[config.mk]
export PLATFORM = sky130hd
export DESIGN_NAME = sensor_reply_frame_parser_flat
export DESIGN_NICKNAME = d
export VERILOG_FILES = /design/src/sv/srfp_pkg.sv /design/src/sv/srfp_item_if.sv /design/src/sv/srfp_result_if.sv /design/src/sv/sensor_reply_frame_parser.sv /design/src/sv/srfp_core.sv /design/src/flat_wrapper.sv
export SDC_FILE = /design/constraint.sdc
export NUM_CORES = 1
export LEC_CHECK = 0
export ABC_AREA = 1
export BUFFER_PORTS_ARGS = -buffer_cell sky130_fd_sc_hd__buf_2
export CAP_MARGIN = 20
export CELL_PAD_IN_SITES_DETAIL_PLACEMENT = 1
export CELL_PAD_IN_SITES_GLOBAL_PLACEMENT = 2
export CORE_ASPECT_RATIO = 0.8
export CORE_UTILIZATION = 39
export CTS_CLUSTER_SIZE = 14
export DETAILED_ROUTE_END_ITERATION = 6
export PLACE_DENSITY = 0.86
export SYNTH_ARGS = -nofsm -noshare
export SYNTH_HDL_FRONTEND = slang
export SYNTH_SLANG_ARGS = --single-unit
[constraint.sdc]
create_clock -name clk -period 7 [get_ports clk]
set_input_delay 0.35 -clock clk [delete_from_list [all_inputs] [get_ports clk]]
set_output_delay 0.35 -clock clk [all_outputs]
set_load 0.005 [all_outputs]
[src/sv/srfp_pkg.sv]
// Types and constants of the sensor reply frame parser.
// No dependencies; used by the interfaces, the core and the top level.
package srfp_pkg;

  localparam int ModeW    = 2;
  localparam int ByteW    = 8;
  localparam int OutcomeW = 2;
  localparam int FlagsW   = 2;
  localparam int ReadingW = 15;
  localparam int TicksW   = 16;

  // Item kinds
  localparam logic [ModeW-1:0] MODE_BYTE  = 2'd0;
  localparam logic [ModeW-1:0] MODE_TICK  = 2'd1;
  localparam logic [ModeW-1:0] MODE_START = 2'd2;
  localparam logic [ModeW-1:0] MODE_NONE  = 2'd3;

  // Result codes
  localparam logic [OutcomeW-1:0] OUT_GOOD     = 2'd0;
  localparam logic [OutcomeW-1:0] OUT_CHECKSUM = 2'd1;
  localparam logic [OutcomeW-1:0] OUT_HEADER   = 2'd2;
  localparam logic [OutcomeW-1:0] OUT_TIMEOUT  = 2'd3;

  // Frame constants
  localparam logic [ByteW-1:0] SYNC_BYTE   = 8'h02;
  localparam logic [ByteW-1:0] HDR1_BYTE   = 8'h10;
  localparam logic [ByteW-1:0] HDR2_BYTE   = 8'h04;
  localparam logic [ByteW-1:0] SUM_GOOD    = 8'hFF;
  localparam logic [ReadingW-1:0] VALUE_SCALE = 15'd100;
  localparam logic [ReadingW-1:0] READING_MAX = 15'd25755;

  localparam logic [TicksW-1:0] TIMEOUT_RESET = 16'd20000;
  localparam logic [TicksW-1:0] TICKS_MAX     = 16'hFFFF;

  // Position in the reply frame
  typedef enum logic [2:0] {
    PH_SYNC   = 3'd0,
    PH_HDR1   = 3'd1,
    PH_HDR2   = 3'd2,
    PH_STATUS = 3'd3,
    PH_UPTIME = 3'd4,
    PH_VAL_HI = 3'd5,
    PH_VAL_LO = 3'd6,
    PH_CHECK  = 3'd7
  } phase_t;

  typedef struct packed {
    logic [OutcomeW-1:0] outcome;
    logic                ready_res;
    logic [ByteW-1:0]    status_byte;
    logic [FlagsW-1:0]   up_flags;
    logic [ByteW-1:0]    uptime_byte;
    logic [ReadingW-1:0] reading;
  } res_t;

endpackage

[src/sv/srfp_item_if.sv]
// Input channel of the sensor reply frame parser: valid/ready plus one item.
// Depends on srfp_pkg for field widths.
interface srfp_item_if;
  logic                             valid;
  logic                             ready;
  logic [srfp_pkg::ModeW-1:0]       mode;
  logic [srfp_pkg::ByteW-1:0]       rx_byte;

  modport source (output valid, output mode, output rx_byte, input ready);
  modport sink   (input valid, input mode, input rx_byte, output ready);
endinterface

[src/sv/srfp_result_if.sv]
// Result channel of the sensor reply frame parser: valid/ready plus one result.
// Depends on srfp_pkg for field widths.
interface srfp_result_if;
  logic                               valid;
  logic                               ready;
  logic [srfp_pkg::OutcomeW-1:0]      outcome;
  logic                               ready_res;
  logic [srfp_pkg::ByteW-1:0]         status_byte;
  logic [srfp_pkg::FlagsW-1:0]        up_flags;
  logic [srfp_pkg::ByteW-1:0]         uptime_byte;
  logic [srfp_pkg::ReadingW-1:0]      reading;

  modport source (output valid, output outcome, output ready_res, output status_byte,
                  output up_flags, output uptime_byte, output reading, input ready);
  modport sink   (input valid, input outcome, input ready_res, input status_byte,
                  input up_flags, input uptime_byte, input reading, output ready);
endinterface

[src/sv/sensor_reply_frame_parser.sv]
// Top level of the sensor reply frame parser: input register, result register,
// timeout register. Depends on srfp_pkg, srfp_item_if, srfp_result_if, srfp_core.
//
//   channel   | dir | contents
//   ----------+-----+------------------------------------------
//   item      | in  | mode, rx_byte
//   result    | out | outcome, ready_res, status_byte, up_flags,
//             |     | uptime_byte, reading
//   timeout_* | in  | timeout_ticks register write (we, wdata)
//
// One item per cycle while the result is not stalled. An accepted item passes
// the input register; its result (if any) then lands in the result register.
// The input register advances whenever the result register is empty or being
// drained, so a stalled result holds back at most one item.
// Reset clears the valid flags and the core's parser state and loads the timeout register with 20000.
module sensor_reply_frame_parser (
  input  logic                        clk,
  input  logic                        rst,
  srfp_item_if.sink                   item,
  srfp_result_if.source               result,
  input  logic                        timeout_we,
  input  logic [srfp_pkg::TicksW-1:0] timeout_wdata
);

  logic                          s_valid;
  logic [srfp_pkg::ModeW-1:0]    s_mode;
  logic [srfp_pkg::ByteW-1:0]    s_byte;
  logic                          o_valid;
  srfp_pkg::res_t                o_res;
  logic [srfp_pkg::TicksW-1:0]   timeout_ticks;
  logic                          advance;
  logic                          res_fire;
  srfp_pkg::res_t                res;

  assign advance    = s_valid && (!o_valid || result.ready);
  assign item.ready = !s_valid || advance;

  always_ff @(posedge clk) begin
    if (rst) begin
      timeout_ticks <= srfp_pkg::TIMEOUT_RESET;
    end else if (timeout_we) begin
      timeout_ticks <= timeout_wdata;
    end
  end

  always_ff @(posedge clk) begin
    if (rst) begin
      s_valid <= 1'b0;
    end else if (item.ready) begin
      s_valid <= item.valid;
    end
  end

  always_ff @(posedge clk) begin
    if (item.valid && item.ready) begin
      s_mode <= item.mode;
      s_byte <= item.rx_byte;
    end
  end

  srfp_core u_core (
    .clk           (clk),
    .rst           (rst),
    .step          (advance),
    .mode          (s_mode),
    .rx_byte       (s_byte),
    .timeout_ticks (timeout_ticks),
    .res_fire      (res_fire),
    .res           (res)
  );

  always_ff @(posedge clk) begin
    if (rst) begin
      o_valid <= 1'b0;
    end else if (advance) begin
      o_valid <= res_fire;
    end else if (result.ready) begin
      o_valid <= 1'b0;
    end
  end

  always_ff @(posedge clk) begin
    if (advance && res_fire) begin
      o_res <= res;
    end
  end

  assign result.valid       = o_valid;
  assign result.outcome     = o_res.outcome;
  assign result.ready_res   = o_res.ready_res;
  assign result.status_byte = o_res.status_byte;
  assign result.up_flags    = o_res.up_flags;
  assign result.uptime_byte = o_res.uptime_byte;
  assign result.reading     = o_res.reading;

endmodule

[src/sv/srfp_core.sv]
// Frame parsing state machine: phase, checksum, held fields and tick counter.
// Depends on srfp_pkg; instantiated by sensor_reply_frame_parser.
module srfp_core (
  input  logic                              clk,
  input  logic                              rst,
  input  logic                              step,
  input  logic [srfp_pkg::ModeW-1:0]        mode,
  input  logic [srfp_pkg::ByteW-1:0]        rx_byte,
  input  logic [srfp_pkg::TicksW-1:0]       timeout_ticks,
  output logic                              res_fire,
  output srfp_pkg::res_t                    res
);

  logic                           busy, busy_next;
  srfp_pkg::phase_t               phase, phase_next;
  logic [srfp_pkg::ByteW-1:0]     running_sum, running_sum_next;
  logic [srfp_pkg::ByteW-1:0]     held_status, held_status_next;
  logic [srfp_pkg::ByteW-1:0]     held_uptime, held_uptime_next;
  logic [srfp_pkg::ReadingW-1:0]  held_reading, held_reading_next;
  logic [srfp_pkg::TicksW-1:0]    tick_count, tick_count_next;

  logic [srfp_pkg::ByteW-1:0]     sum_add;
  logic [srfp_pkg::TicksW-1:0]    tick_inc;
  logic [srfp_pkg::OutcomeW-1:0]  code;

  always_ff @(posedge clk) begin
    if (rst) begin
      busy         <= 1'b0;
      phase        <= srfp_pkg::PH_SYNC;
      running_sum  <= '0;
      held_status  <= '0;
      held_uptime  <= '0;
      held_reading <= '0;
      tick_count   <= '0;
    end else if (step) begin
      busy         <= busy_next;
      phase        <= phase_next;
      running_sum  <= running_sum_next;
      held_status  <= held_status_next;
      held_uptime  <= held_uptime_next;
      held_reading <= held_reading_next;
      tick_count   <= tick_count_next;
    end
  end

  assign sum_add  = running_sum + rx_byte;
  assign tick_inc = (tick_count == srfp_pkg::TICKS_MAX) ? tick_count
                                                        : tick_count + 16'd1;

  always_comb begin
    busy_next         = busy;
    phase_next        = phase;
    running_sum_next  = running_sum;
    held_status_next  = held_status;
    held_uptime_next  = held_uptime;
    held_reading_next = held_reading;
    tick_count_next   = tick_count;
    res_fire          = 1'b0;
    code              = srfp_pkg::OUT_GOOD;

    unique case (mode)
      srfp_pkg::MODE_START: begin
        busy_next       = 1'b1;
        phase_next      = srfp_pkg::PH_SYNC;
        tick_count_next = '0;
      end
      srfp_pkg::MODE_TICK: begin
        if (busy) begin
          tick_count_next = tick_inc;
          if (tick_inc > timeout_ticks) begin
            res_fire = 1'b1;
            code     = srfp_pkg::OUT_TIMEOUT;
          end
        end
      end
      srfp_pkg::MODE_BYTE: begin
        if (busy) begin
          running_sum_next = sum_add;
          phase_next       = srfp_pkg::phase_t'(phase + 3'd1);
          unique case (phase)
            srfp_pkg::PH_SYNC: begin
              // skip anything before the sync byte
              running_sum_next = '0;
              phase_next = (rx_byte == srfp_pkg::SYNC_BYTE) ? srfp_pkg::PH_HDR1
                                                            : srfp_pkg::PH_SYNC;
            end
            srfp_pkg::PH_HDR1: begin
              if (rx_byte != srfp_pkg::HDR1_BYTE) begin
                res_fire = 1'b1;
                code     = srfp_pkg::OUT_HEADER;
              end
            end
            srfp_pkg::PH_HDR2: begin
              if (rx_byte != srfp_pkg::HDR2_BYTE) begin
                res_fire = 1'b1;
                code     = srfp_pkg::OUT_HEADER;
              end
            end
            srfp_pkg::PH_STATUS: held_status_next = rx_byte;
            srfp_pkg::PH_UPTIME: held_uptime_next = rx_byte;
            srfp_pkg::PH_VAL_HI: begin
              held_reading_next = srfp_pkg::ReadingW'(rx_byte) * srfp_pkg::VALUE_SCALE;
            end
            srfp_pkg::PH_VAL_LO: begin
              held_reading_next = held_reading + srfp_pkg::ReadingW'(rx_byte);
            end
            srfp_pkg::PH_CHECK: begin
              res_fire = 1'b1;
              code = (sum_add == srfp_pkg::SUM_GOOD) ? srfp_pkg::OUT_GOOD
                                                     : srfp_pkg::OUT_CHECKSUM;
            end
            default: phase_next = srfp_pkg::PH_SYNC;
          endcase
        end
      end
      default: ;  // unused item kind: drop
    endcase

    // close the transaction on any result
    if (res_fire) begin
      busy_next  = 1'b0;
      phase_next = srfp_pkg::PH_SYNC;
    end
  end

  // result fields carry the held values as they stand before this item
  always_comb begin
    res.outcome     = code;
    res.ready_res   = (code == srfp_pkg::OUT_GOOD);
    res.status_byte = held_status;
    res.up_flags    = held_status[srfp_pkg::FlagsW-1:0];
    res.uptime_byte = held_uptime;
    res.reading     = held_reading;
  end

endmodule

[src/flat_wrapper.sv]
// flat-port wrapper written by rule: the top's interface ports become plain ports
module sensor_reply_frame_parser_flat 
  (clk, rst, timeout_we, timeout_wdata, item_valid, item_mode, item_rx_byte, item_ready, result_valid, result_outcome, result_ready_res, result_status_byte, result_up_flags, result_uptime_byte, result_reading, result_ready);
  srfp_item_if item_i ();
  srfp_result_if result_i ();
  input  logic clk;
  input  logic rst;
  input  logic timeout_we;
  input  logic [srfp_pkg::TicksW-1:0] timeout_wdata;
  input wire logic [$bits(item_i.valid)-1:0] item_valid;
  input wire logic [$bits(item_i.mode)-1:0] item_mode;
  input wire logic [$bits(item_i.rx_byte)-1:0] item_rx_byte;
  output wire logic [$bits(item_i.ready)-1:0] item_ready;
  output wire logic [$bits(result_i.valid)-1:0] result_valid;
  output wire logic [$bits(result_i.outcome)-1:0] result_outcome;
  output wire logic [$bits(result_i.ready_res)-1:0] result_ready_res;
  output wire logic [$bits(result_i.status_byte)-1:0] result_status_byte;
  output wire logic [$bits(result_i.up_flags)-1:0] result_up_flags;
  output wire logic [$bits(result_i.uptime_byte)-1:0] result_uptime_byte;
  output wire logic [$bits(result_i.reading)-1:0] result_reading;
  input wire logic [$bits(result_i.ready)-1:0] result_ready;
  assign item_i.valid = item_valid;
  assign item_i.mode = item_mode;
  assign item_i.rx_byte = item_rx_byte;
  assign item_ready = item_i.ready;
  assign result_valid = result_i.valid;
  assign result_outcome = result_i.outcome;
  assign result_ready_res = result_i.ready_res;
  assign result_status_byte = result_i.status_byte;
  assign result_up_flags = result_i.up_flags;
  assign result_uptime_byte = result_i.uptime_byte;
  assign result_reading = result_i.reading;
  assign result_i.ready = result_ready;
  sensor_reply_frame_parser u_core (.clk(clk), .rst(rst), .item(item_i), .result(result_i), .timeout_we(timeout_we), .timeout_wdata(timeout_wdata));
endmodule
==> qor.json, run 1 <==
{
  "synth.mux.area_fraction_pct": 0,
  "share_comb_of_total_power_pct": 12.2,
  "post_synth_xor_xnor_area_pct": 2.72,
  "final.min_clock_period_ns": 4.16,
  "core_area_mm2": 0.0168,
  "p_int_mw": 1.38,
  "drive_gt1_share_pct": 14.3,
  "post_synth_edffs": 44,
  "largest_net_degree_at_the_start_of_global_routing": 43,
  "ir_worst_vdd_uv": 189,
  "dpl_cell_area_mm2": 0.00729,
  "synth.yosys.seq_area_share_pct": 42.3,
  "design.die.area_mm2": 0.0179,
  "power.share.sequential_pct": 40.0,
  "syn-cell-area_mm2": 0.00677,
  "grt_first_pass_wirelength_um": 29700,
  "synth_top_family_by_area": "simple AND/OR/NAND/NOR gates",
  "portbufs": 68,
  "ys_ff_latch": 121,
  "nets_final": 973,
  "n_antenna_cell": 0,
  "cts_repair_resize_count": 0,
  "actual_slew_at_the_worst_max_slew_pin_ns": 0.798,
  "switching_share_pct": 26.9,
  "timing.critical_path.required_ns": 7.09,
  "number_of_distinct_library_cell_variants_in_the_gate_level_netlist_after_synthesis": 39,
  "complex_gate_fraction_of_the_synthesized_area_pct": 15.2,
  "grt_usage_pct": 21.7,
  "synth_cells": 796,
  "first_global_vias": 5901,
  "global_route.overflow_total": 0,
  "power.static_leakage_nw": 3.63,
  "worst_setup_path_end_kind": "flop",
  "power_frac_clock_pct": 47.8,
  "synth-simple-area-share_pct": 17.9,
  "final-hold-violation-count": 0,
  "fillers": 2010,
  "detailed_route_vias_per_instance": 5.25,
  "initial_antenna_violation_count": 0,
  "cp_startpoint_kind": "flop",
  "timing.max_slew.rel_slack_pct": 46.8,
  "yosys_warnings": 0,
  "cts_made_buffers": 17,
  "report.final.setup_viol": 0,
  "top_level_ports": 69,
  "floorplan.rows": 42,
  "post-route-drc-count": 0,
  "htreeDepth": 4,
  "clk_root_buffer_cell": "sky130_fd_sc_hd__clkbuf_16",
  "post_synth.cell_area_avg_um2": 8.51,
  "max_freq_ghz": 0.241,
  "floorplan.initialDensity_pct": 40.4,
  "area_growth_syn_to_layout_pct": 16.4,
  "clk_path_buf_depth": 2,
  "maxCapViolCount": 0,
  "post-dp-hpwl_um": 13400,
  "final_cell_count_no_fill": 1096,
  "cts-hold-fix-buffers": 0,
  "power_density_mw_per_mm2": 240,
  "setup_total_negative_slack_ns": 0,
  "dr.pass1.iters": 4,
  "route.antenna.remaining_nets": 0,
  "skew_ns": 0.00794,
  "totalWireLength_um": 18000,
  "finalCritPeriodShare_pct": 59.4,
  "synth_nets": 906,
  "async_reset_ff_share_pct": 0,
  "net-switching-power_mw": 0.509,
  "chipWidth_um": 149,
  "routed-via-count": 5755,
  "worst_skew_pair.late_latency_ns": 0.43,
  "routability_congestion_estimate_from_global_placement": 0.852,
  "dp_cells": 1064,
  "design_area_mm2": 0.00789,
  "critPathMaxFanout": 31,
  "run_status": "finished clean",
  "dominantRegCellSynth": "sky130_fd_sc_hd__dfxtp_1",
  "rsz0062_at_grt": "no",
  "hp_class": "in2reg",
  "wl_per_cell_um": 16.5,
  "worstSetupPathType": "reg2reg",
  "postCtsSetupRepairBufs": 0,
  "die_h_um": 120,
  "adder_cell_fraction_of_synth_area_pct": 15.1,
  "critical_path_arrival_ns": 4.24,
  "tritoncts": "done",
  "clkTransAtPathRegs_ns": 0.06,
  "final_max_slew_viol_count": 0,
  "dr.first_iter.drc_count": 311,
  "numClockSinks": 121
}
==> state kept, by name (all words and copies together) (netlist names), 2 cells and up <==
register / count
u_core.result.status_byte: 7
u_core.timeout_ticks: 16
u_core.u_core.phase: 3
u_core.result.outcome: 2
u_core.u_core.held_uptime: 8
u_core.u_core.held_reading: 15
u_core.s_byte: 8
u_core.u_core.running_sum: 8
u_core.result.reading: 15
u_core.u_core.tick_count: 16
u_core.u_core.held_status: 8
u_core.result.uptime_byte: 8
u_core.s_mode: 2
==> cells by family (layout without fill, tap and decap cells) <==
family / after synthesis / after routing
simple gates: 270 / 270
compound gates: 193 / 193
flops: 121 / 121
buf+inv: 112 / 192
fa+ha+maj: 79 / 79
xor+xnor: 21 / 21
==> power by group through the flow <==
stage	Sequential, mW	Clock [mW]	Combinational [mW]
after global routing	0.758	0.949	0.263
after floorplan	0.763	0	0.164
after detailed placement	0.771	0	0.225
after CTS	0.756	0.917	0.231
final	0.756	0.904	0.230
after global placement	0.770	0	0.214
==> area by class of cell <==
cell class	instances	area, um^2	area share (%)
Tap cell	220	275	3.49
Inverter	89	334	4.24
Sequential cell	121	2860	36.3
Clock inverter	15	175	2.22
Timing Repair Buffer	71	363	4.60
Multi-Input combinational cell	563	3450	43.8
Clock buffer	17	425	5.39
==> critical path: stages (launching register included) <==
cell and delay [ns]:
sky130_fd_sc_hd__dfxtp_1 0.41, sky130_fd_sc_hd__ha_1 0.27, sky130_fd_sc_hd__nand3_1 0.13, sky130_fd_sc_hd__or2_2 0.35, sky130_fd_sc_hd__nor2_1 0.28, sky130_fd_sc_hd__inv_2 0.17, sky130_fd_sc_hd__nor2_1 0.14, sky130_fd_sc_hd__nor2_1 0.08
sky130_fd_sc_hd__ha_1 0.29, sky130_fd_sc_hd__inv_1 0.04, sky130_fd_sc_hd__o21bai_1 0.13, sky130_fd_sc_hd__nand2_1 0.07, sky130_fd_sc_hd__nand2_1 0.08, sky130_fd_sc_hd__nand2_1 0.06, sky130_fd_sc_hd__nand3_1 0.10, sky130_fd_sc_hd__nand2_1 0.06
sky130_fd_sc_hd__nand2_1 0.14, sky130_fd_sc_hd__nand4_1 0.33, sky130_fd_sc_hd__inv_1 0.25, sky130_fd_sc_hd__buf_4 0.39
==> synthesized netlist by cell type (6+ instances only) <==
cell	count	area (um^2)
sky130_fd_sc_hd__nand3_1	41	205
sky130_fd_sc_hd__nand4_1	18	113
sky130_fd_sc_hd__a21oi_1	108	541
sky130_fd_sc_hd__nand2_1	153	574
sky130_fd_sc_hd__a31oi_1	6	37.5
sky130_fd_sc_hd__inv_1	83	312
sky130_fd_sc_hd__ha_1	74	926
sky130_fd_sc_hd__edfxtp_1	44	1320
sky130_fd_sc_hd__nor2_1	39	146
sky130_fd_sc_hd__xor2_1	12	105
sky130_fd_sc_hd__xnor2_1	9	78.8
sky130_fd_sc_hd__dfxtp_1	77	1540
sky130_fd_sc_hd__o21ai_0	59	295
sky130_fd_sc_hd__clkbuf_1	15	56.3
==> worst paths after layout <==
path	to	slack [ns]	cells after the start	startpoint
worst min register to register	u_core.result.uptime_byte[0]	0.43	0	u_core.u_core.held_uptime[0]
worst max register to register	u_core.result.status_byte[2]	2.84	19	u_core.u_core.tick_count[0]
worst max-delay path	u_core.result.status_byte[2]	2.84	19	u_core.u_core.tick_count[0]
worst min-delay path	u_core.s_byte[7]	0.09	1	item_rx_byte[7]
==> cells in the final DEF, fill, tap and decap left out, types with 2 or more instances in the layout <==
master	n
sky130_fd_sc_hd__buf_4	3
sky130_fd_sc_hd__bufinv_16	3
sky130_fd_sc_hd__fa_1	5
sky130_fd_sc_hd__inv_1	83
sky130_fd_sc_hd__nand2_1	153
sky130_fd_sc_hd__or2_2	3
sky130_fd_sc_hd__xor2_1	12
sky130_fd_sc_hd__a31oi_1	6
sky130_fd_sc_hd__nor3_1	4
sky130_fd_sc_hd__o21a_1	3
sky130_fd_sc_hd__clkinv_1	3
sky130_fd_sc_hd__inv_2	5
sky130_fd_sc_hd__clkinvlp_4	2
sky130_fd_sc_hd__dfxtp_1	77
sky130_fd_sc_hd__o21ai_0	59
sky130_fd_sc_hd__a21oi_1	108
sky130_fd_sc_hd__buf_2	68
sky130_fd_sc_hd__xnor2_1	9
sky130_fd_sc_hd__clkbuf_16	17
sky130_fd_sc_hd__a21oi_2	2
sky130_fd_sc_hd__nand3_2	2
sky130_fd_sc_hd__nor2_2	3
sky130_fd_sc_hd__o211ai_1	3
sky130_fd_sc_hd__nand4_1	18
sky130_fd_sc_hd__a32oi_1	2
sky130_fd_sc_hd__o21ai_2	2
sky130_fd_sc_hd__nand3_1	41
sky130_fd_sc_hd__nor2_1	39
sky130_fd_sc_hd__edfxtp_1	44
sky130_fd_sc_hd__nor3_4	2
sky130_fd_sc_hd__clkinv_4	3
sky130_fd_sc_hd__ha_1	74
sky130_fd_sc_hd__nor2_4	2
sky130_fd_sc_hd__inv_6	3
sky130_fd_sc_hd__clkinv_2	2
sky130_fd_sc_hd__o21bai_1	4
==> layer usage <==
metal / share of wire [%] / track usage, %
met5: 0 / 0
met2: 42 / 31.6
met3: 5.3 / 5.93
met1: 51 / 30.8
met4: 1.6 / 7.21
==> stage by stage <==
| step | total power, mW | hold WS [ns] | worst slack (ns) | util (%) |
|---|---|---|---|---|
| floorplan | 0.927 | 0.403 | 3.32 | - |
| CTS | 1.90 | 0.0772 | 2.83 | 47.0 |
| global placement | 0.984 | 0.414 | 3.21 | 43.5 |
| finish | 1.89 | 0.0903 | 2.84 | 47.0 |
| detailed placement | 0.996 | 0.413 | 2.84 | 43.5 |
| global route | 1.97 | 0.0773 | 2.46 | 47.0 |
Note: power is estimated with default switching activity, not from simulation.
==> run 2: changes to the inputs <==
--- a/config.mk
+++ b/config.mk
@@ -11,10 +11,10 @@
 export CELL_PAD_IN_SITES_DETAIL_PLACEMENT = 1
 export CELL_PAD_IN_SITES_GLOBAL_PLACEMENT = 2
 export CORE_ASPECT_RATIO = 0.8
-export CORE_UTILIZATION = 39
+export CORE_UTILIZATION = 33
 export CTS_CLUSTER_SIZE = 14
 export DETAILED_ROUTE_END_ITERATION = 6
-export PLACE_DENSITY = 0.86
+export PLACE_DENSITY = 0.78
 export SYNTH_ARGS = -nofsm -noshare
 export SYNTH_HDL_FRONTEND = slang
 export SYNTH_SLANG_ARGS = --single-unit
==> constraint.sdc (replaced) <==
create_clock -name clk -period 3.36 [get_ports clk]
set_input_delay 0.168 -clock clk [delete_from_list [all_inputs] [get_ports clk]]
set_output_delay 0.168 -clock clk [all_outputs]
set_load 0.005 [all_outputs]
==> run 2 against run 1 <==
  * Total power is 110% higher
  * Non-clock buffer count is 51 higher
  * Sequential share of layout area fell by 2.8 points
  * Via count up 1.4%
  * Sequential power grew 110%
  * Critical path depth unchanged
  * Clock skew up 0.0041 ns
  * Worst setup slack got worse by 2.8 ns
  * Core utilization is 4.0 points lower
==> qor.json, run 2 (synthesis gave the netlist of run 1 again) <==
{
  "run_status": "finished clean",
  "worstSetupPathType": "reg2reg",
  "dpl_cell_area": {"value": 0.00757, "unit": "mm^2", "change": "+3.9%"},
  "maxCapViolCount": {"value": 0, "change": "unchanged"},
  "clk_root_buffer_cell": "sky130_fd_sc_hd__clkbuf_16",
  "cp_cell_sequence": "ha_4 -> nand3_4 -> nor4_4 -> nand4_1 -> nor3_2 -> nor2_1 -> ha_1 -> nand2_2 -> nor2_4 -> nand2_2 -> nor2_4 -> nand2_2 -> nand3_2 -> nand2_2 -> nand2_2 -> nand4_1 -> clkinvlp_4 -> buf_6 -> clkbuf_16",
  "top_usage_layer": "met1",
  "n_antenna_cell": {"value": 0, "change": "unchanged"},
  "portbufs": {"value": 68, "change": "unchanged"},
  "cp_startpoint_kind": "flop",
  "timing.critical_path.required": {"value": 3.50, "unit": "ns", "change": "-3.59 ns"},
  "clkTransAtPathRegs": {"value": 0.06, "unit": "ns", "change": "about the same"},
  "critPathMaxFanout": {"value": 5, "change": "-84%"},
  "totalWireLength": {"value": 19600, "unit": "um", "change": "+8.6%"},
  "finalWorstSetupSlack": {"value": 0.0803, "unit": "ns", "change": "-2.76 ns"},
  "design.die.area": {"value": 0.0211, "unit": "mm^2", "change": "+18%"},
  "initial_antenna_violation_count": {"value": 0, "change": "unchanged"},
  "post-dp-hpwl": {"value": 14400, "unit": "um", "change": "+7.7%"},
  "place_worst_setup_slack": {"value": -0.0374, "unit": "ns", "change": "-2.88 ns"},
  "htreeDepth": {"value": 4, "change": "unchanged"},
  "final_cell_count_no_fill": {"value": 1191, "change": "+8.7%"},
  "tritoncts": "done",
  "layout.cells.most_common_list": "145 x sky130_fd_sc_hd__nand2_1, 106 x sky130_fd_sc_hd__a21oi_1, 82 x sky130_fd_sc_hd__inv_1",
  "floorplan.rows": {"value": 46, "change": "+9.5%"},
  "skew": {"value": 0.0121, "unit": "ns", "change": "+0.00413 ns"},
  "routed-via-count": {"value": 5835, "change": "+1.4%"},
  "wl_per_cell": {"value": 16.5, "unit": "um", "change": "about the same"},
  "final.min_clock_period": {"value": 3.28, "unit": "ns", "change": "-0.876 ns"},
  "critical_path_arrival": {"value": 3.42, "unit": "ns", "change": "-0.82 ns"},
  "die_h": {"value": 130, "unit": "um", "change": "+8.6%"},
  "final_common_cell": "sky130_fd_sc_hd__nand2_1",
  "grt_use_met1": {"value": 29.8, "unit": "%", "change": "-1.0 points"},
  "max_freq": {"value": 0.305, "unit": "GHz", "change": "+27%"},
  "final-hold-violation-count": {"value": 0, "change": "unchanged"},
  "final_max_slew_viol_count": {"value": 0, "change": "unchanged"},
  "clk_path_buf_depth": {"value": 2, "change": "unchanged"},
  "actual_slew_at_the_worst_max_slew_pin": {"value": 0.768, "unit": "ns", "change": "-0.0301 ns"},
  "global_route.overflow_total": {"value": 0, "change": "unchanged"},
  "design_area": {"value": 0.00860, "unit": "mm^2", "change": "+9.1%"},
  "first_global_vias": {"value": 5609, "change": "-4.9%"},
  "largest_net_degree_at_the_start_of_global_routing": {"value": 36, "change": "-16%"},
  "grt_use_met2": {"value": 25.8, "unit": "%", "change": "-5.8 points"},
  "grt_first_pass_wirelength": {"value": 30500, "unit": "um", "change": "+2.6%"},
  "crit_slowest_cell": "sky130_fd_sc_hd__dfxtp_4",
  "route.antenna.remaining_nets": {"value": 0, "change": "unchanged"},
  "detailed_route_vias_per_instance": {"value": 4.90, "change": "-6.7%"},
  "power_density": {"value": 461, "unit": "mW/mm^2", "change": "+92%"},
  "postLayoutCoreUtil": {"value": 43.1, "unit": "%", "change": "-4.0 points"},
  "top_level_ports": {"value": 69, "change": "unchanged"},
  "dr.pass1.iters": {"value": 5, "change": "+1"},
  "finalCritPeriodShare": {"value": 97.6, "unit": "%", "change": "+38 points"},
  "worst_setup_path_end_kind": "flop",
  "area_growth_syn_to_layout_pct": 27.0,
  "ir_worst_vdd": {"value": 281, "unit": "uV", "change": "+49%"},
  "routability_congestion_estimate_from_global_placement": {"value": 0.790, "change": "-7.3%"},
  "numClockSinks": {"value": 121, "change": "unchanged"},
  "rsz0062_at_grt": "yes",
  "drive_gt1_share": {"value": 20.8, "unit": "%", "change": "+6.6 points"},
  "timing.max_slew.rel_slack": {"value": 48.6, "unit": "%", "change": "+1.8 points"},
  "worst_skew_pair.late_latency": {"value": 0.42, "unit": "ns", "change": "about the same"},
  "dp_cells": {"value": 1132, "change": "+6.4%"},
  "post-route-drc-count": {"value": 0, "change": "unchanged"},
  "biggest_cell_delay_along_the_critical_path": {"value": 0.38, "unit": "ns", "change": "-0.03 ns"},
  "nets_final": {"value": 1024, "change": "+5.2%"},
  "gr_util_met3": {"value": 3.40, "unit": "%", "change": "-2.5 points"},
  "hp_class": "in2reg",
  "largest_registers": "u_core.timeout_ticks: 16 flops, u_core.u_core.tick_count: 16 flops",
  "core_area": {"value": 0.0200, "unit": "mm^2", "change": "+19%"},
  "report.final.setup_viol": {"value": 0, "change": "unchanged"},
  "chipWidth": {"value": 162, "unit": "um", "change": "+8.6%"},
  "grt_usage": {"value": 19.0, "unit": "%", "change": "-2.7 points"},
  "dr.first_iter.drc_count": {"value": 227, "change": "-27%"},
  "cts_made_buffers": {"value": 17, "change": "unchanged"},
  "timing.critical_path.mode_cell": "sky130_fd_sc_hd__nand2_2",
  "floorplan.initialDensity": {"value": 33.9, "unit": "%", "change": "-6.5 points"},
  "hold_ws": {"value": 0.0391, "unit": "ns", "change": "-0.0512 ns"},
  "power.static_leakage": {"value": 3.92, "unit": "nW", "change": "+8.0%"}
}
-- run 2: cell types whose count changed in the layout (fill, tap and decap cells not counted), sizes merged --
cell	change
buf	+32
dlygate4sd3	+16
clkbuf	+3
clkinvlp	+2
inv	-2
-- run 2: layout make-up --
type	count	area (um^2)
clock buffer	17	425
sequential	121	2880
clock inverter	15	176
multi-input combinational	563	3570
timing repair buffer	122	875
inverter	89	338
fill	2367	11400
tap	264	330
-- run 2: metal layers --
metal,wire (um),up-vias
met5,0,-
met4,278,0
met3,701,19
met2,7530,104
met1,11100,2746
li1,-,2966
-- run 2: where the power goes --
part           switching [mW]  internal [mW]  total (mW)
logic                   0.326          0.200       0.526
registers              0.0252           1.54        1.56
clock network           0.707           1.17        1.87
total                    1.06           2.90        3.96
-- run 2: critical path, delay by kind of cell (launching register included) --
family / cells / cell delay, ns
simple gates: 14 / 1.68
buf+inv: 3 / 0.46
fa+ha+maj: 2 / 0.46
flops: 1 / 0.38
-- run 2: what timing repair did --
item | 4_1_cts | 5_1_grt
endpoints found under the hold margin | 16 | 0
endpoints found under the setup margin | 34 | 38
hold buffers | 16 | 0
pin swaps | 0 | 18
gates cloned | 0 | 4
gates resized for setup | 2 | 34
buffers inserted | 0 | 7
-- run 2: path summary, 6_finish.rpt --
path / start / cells after the start / end / slack (ns)
worst max-delay path: u_core.u_core.tick_count[1] / 19 / u_core.result.uptime_byte[4] / 0.08
worst min-delay path: timeout_wdata[1] / 3 / u_core.timeout_ticks[1] / 0.04
worst max register to register: u_core.u_core.tick_count[1] / 19 / u_core.result.uptime_byte[4] / 0.08
worst min register to register: u_core.u_core.held_status[2] / 0 / u_core.result.status_byte[2] / 0.43
-- run 2: metrics by stage --
stage | setup TNS [ns] | power (mW)
2_1_floorplan | 0 | 1.93
3_3_place_gp | 0 | 2.09
3_5_place_dp | -0.853 | 2.09
4_1_cts | 0 | 4.00
5_1_grt | -3.51 | 4.15
6_report | 0 | 3.96
==> run 3: changes to the inputs <==
--- a/config.mk
+++ b/config.mk
@@ -14,7 +14,7 @@
 export CORE_UTILIZATION = 33
 export CTS_CLUSTER_SIZE = 14
 export DETAILED_ROUTE_END_ITERATION = 6
-export PLACE_DENSITY = 0.78
+export PLACE_DENSITY_LB_ADDON = 0.3
 export SYNTH_ARGS = -nofsm -noshare
 export SYNTH_HDL_FRONTEND = slang
 export SYNTH_SLANG_ARGS = --single-unit
==> run 3 against run 2 <==
  * The flow now finishes with violations (setup timing)
  * Core utilization up 0.32 points
  * Count of clock-buffer cells in the layout is 2 higher
  * First-iteration DRC count grew 3.5%
  * Sequential power about the same
  * Total power up 0.76%
  * Critical path type unchanged
  * Largest power group unchanged
==> qor.json, run 3 (synthesis gave the netlist of run 1 again) <==
{
  "clkTransAtPathRegs": {"value": 0.06, "unit": "ns", "change": "about the same"},
  "timing.max_slew.rel_slack": {"value": 47.7, "unit": "%", "change": "-0.96 points"},
  "drive_gt1_share": {"value": 21.2, "unit": "%", "change": "+0.36 points"},
  "initial_antenna_violation_count": {"value": 0, "change": "unchanged"},
  "finalCritPeriodShare": {"value": 102, "unit": "%", "change": "+4.8 points"},
  "run_status": "finished, violations left",
  "critical_path_arrival": {"value": 3.57, "unit": "ns", "change": "+0.15 ns"},
  "post-layout-total-power": {"value": 3.99, "unit": "mW", "change": "+0.76%"},
  "worst_skew_pair.late_latency": {"value": 0.42, "unit": "ns", "change": "about the same"},
  "floorplan.initialDensity": {"value": 33.9, "unit": "%", "change": "unchanged"},
  "rsz0062_at_grt": "yes",
  "layout.cells.most_common_list": "146 x sky130_fd_sc_hd__nand2_1, 108 x sky130_fd_sc_hd__a21oi_1, 80 x sky130_fd_sc_hd__inv_1",
  "critPathMaxFanout": {"value": 9, "change": "+4"},
  "clk_root_buffer_cell": "sky130_fd_sc_hd__clkbuf_16",
  "top_level_ports": {"value": 69, "change": "unchanged"},
  "htreeDepth": {"value": 4, "change": "unchanged"},
  "worstSetupPathType": "reg2reg",
  "dr.pass1.iters": {"value": 4, "change": "-1"},
  "max_freq": {"value": 0.291, "unit": "GHz", "change": "-4.7%"},
  "wl_per_cell": {"value": 17.2, "unit": "um", "change": "+4.3%"},
  "actual_slew_at_the_worst_max_slew_pin": {"value": 0.782, "unit": "ns", "change": "+0.0143 ns"},
  "design.die.area": {"value": 0.0211, "unit": "mm^2", "change": "unchanged"},
  "worst_setup_path_end_kind": "flop",
  "post-dp-hpwl": {"value": 15200, "unit": "um", "change": "+5.2%"},
  "first_global_vias": {"value": 6055, "change": "+8.0%"},
  "portbufs": {"value": 68, "change": "unchanged"},
  "dr.first_iter.drc_count": {"value": 235, "change": "+3.5%"},
  "cp_startpoint_kind": "flop",
  "global_route.overflow_total": {"value": 0, "change": "unchanged"},
  "setup.reg_to_reg.worst_slack": {"value": -0.08, "unit": "ns", "change": "-0.16 ns"},
  "final.min_clock_period": {"value": 3.44, "unit": "ns", "change": "+0.160 ns"},
  "area_growth_syn_to_layout_pct": 27.9,
  "grt_usage": {"value": 20.0, "unit": "%", "change": "+0.98 points"},
  "chipWidth": {"value": 162, "unit": "um", "change": "unchanged"},
  "clk_path_buf_depth": {"value": 2, "change": "unchanged"},
  "die_h": {"value": 130, "unit": "um", "change": "unchanged"},
  "nets_final": {"value": 1032, "change": "+0.78%"},
  "post-route-drc-count": {"value": 0, "change": "unchanged"},
  "skew": {"value": 0.00812, "unit": "ns", "change": "-0.00395 ns"},
  "largest_net_degree_at_the_start_of_global_routing": {"value": 36, "change": "unchanged"},
  "n_antenna_cell": {"value": 0, "change": "unchanged"},
  "failed_checks": "setup timing",
  "route.antenna.remaining_nets": {"value": 0, "change": "unchanged"},
  "routability_congestion_estimate_from_global_placement": {"value": 0.862, "change": "+9.1%"},
  "grt_first_pass_wirelength": {"value": 32100, "unit": "um", "change": "+5.5%"},
  "ir_worst_vdd": {"value": 269, "unit": "uV", "change": "-4.4%"},
  "routed-via-count": {"value": 5954, "change": "+2.0%"},
  "setup_total_negative_slack": {"value": -2.12, "unit": "ns", "change": "-2.12 ns"},
  "grt_use_met1": {"value": 28.8, "unit": "%", "change": "-0.95 points"},
  "finalWorstSetupSlack": {"value": -0.0800, "unit": "ns", "change": "-0.160 ns"},
  "largest_registers": "u_core.timeout_ticks: 16 flops, u_core.u_core.tick_count: 16 flops",
  "tritoncts": "done",
  "power_density": {"value": 461, "unit": "mW/mm^2", "change": "about the same"},
  "final_common_cell": "sky130_fd_sc_hd__nand2_1",
  "detailed_route_vias_per_instance": {"value": 4.97, "change": "+1.4%"},
  "cts_made_buffers": {"value": 17, "change": "unchanged"},
  "grt_use_met2": {"value": 30.2, "unit": "%", "change": "+4.4 points"},
  "final_max_slew_viol_count": {"value": 0, "change": "unchanged"},
  "gr_util_met3": {"value": 3.75, "unit": "%", "change": "+0.35 points"},
  "hp_class": "in2reg",
  "totalWireLength": {"value": 20600, "unit": "um", "change": "+5.0%"},
  "final-hold-violation-count": {"value": 0, "change": "unchanged"},
  "core_area": {"value": 0.0200, "unit": "mm^2", "change": "unchanged"},
  "floorplan.rows": {"value": 46, "change": "unchanged"},
  "numClockSinks": {"value": 121, "change": "unchanged"},
  "power.static_leakage": {"value": 3.96, "unit": "nW", "change": "+1.0%"},
  "timing.critical_path.required": {"value": 3.49, "unit": "ns", "change": "about the same"},
  "report.final.setup_viol": {"value": 34, "change": "+34"},
  "fillers": {"value": 2346, "change": "-0.89%"},
  "maxCapViolCount": {"value": 0, "change": "unchanged"},
  "top_usage_layer": "met2"
}
==> run 3: critical path: stages (launching register included) <==
cell and delay, ns:
sky130_fd_sc_hd__dfxtp_4 0.38, sky130_fd_sc_hd__ha_4 0.16, sky130_fd_sc_hd__nand4_1 0.12, sky130_fd_sc_hd__nor2_1 0.16
sky130_fd_sc_hd__nand2_1 0.10, sky130_fd_sc_hd__nor3_2 0.23, sky130_fd_sc_hd__nor2_1 0.11, sky130_fd_sc_hd__xor2_1 0.17
sky130_fd_sc_hd__ha_1 0.33, sky130_fd_sc_hd__nand2_2 0.07, sky130_fd_sc_hd__nor2_1 0.11, sky130_fd_sc_hd__nand2_2 0.09
sky130_fd_sc_hd__nor2_4 0.12, sky130_fd_sc_hd__nand2_2 0.07, sky130_fd_sc_hd__nand3_2 0.07, sky130_fd_sc_hd__nand2_1 0.05
sky130_fd_sc_hd__nand2_1 0.09, sky130_fd_sc_hd__nand4_1 0.23, sky130_fd_sc_hd__clkinvlp_4 0.21, sky130_fd_sc_hd__buf_4 0.13
sky130_fd_sc_hd__buf_12 0.14
==> run 3: worst paths after layout <==
kind                                start                        end  depth (start not counted)
max reg2reg   u_core.u_core.tick_count[0]   u_core.result.outcome[1]                         20
min reg2reg  u_core.u_core.held_status[0]  u_core.result.up_flags[0]                          0
max           u_core.u_core.tick_count[0]   u_core.result.outcome[1]                         20
min                            item_valid             u_core.s_valid                          3
==> run 3: stage by stage <==
stage	hold slack (ns)	cells	area (um^2)	setup slack, ns	util [%]
2_1_floorplan	0.267	796	6800	0.00250	-
3_3_place_gp	0.349	1129	7550	0.0668	37.8
3_5_place_dp	0.347	1129	7550	-0.106	37.8
4_1_cts	0.0186	1184	8440	-0.0154	42.3
5_1_grt	0.0502	1199	8660	-0.220	43.4
6_report	0.0339	1199	8660	-0.0800	43.4
==> run 3: power breakdown <==
| group | internal [mW] | switching (mW) |
|---|---|---|
| combinational | 0.211 | 0.328 |
| clock | 1.17 | 0.718 |
| sequential | 1.54 | 0.0267 |
| total | 2.92 | 1.07 |
==> run 3: per-layer routing <==
layer  wire length (um)  vias to the layer above
met3                725                       16
met4                187                        0
met2               8630                      113
met5                  0                        -
met1              11000                     2853
li1                   -                     2972
==> run 3: timing repair <==
action                                 CTS  global route
hold buffers                            16             0
pin swaps                                2            23
setup buffers                            6            14
setup endpoints to repair               35            39
resized for setup                       11            26
gates cloned                             1             2
endpoints found under the hold margin   16             0
==> run 3: layout make-up <==
cell class / count / area [um^2] / area share, %
well taps: 264 / 330 / 3.81
clock inverters: 13 / 169 / 1.95
clock buffers: 19 / 433 / 5.00
multi-input cells: 563 / 3570 / 41.2
repair buffers: 130 / 942 / 10.9
flip-flops and latches: 121 / 2880 / 33.3
inverters: 89 / 338 / 3.90
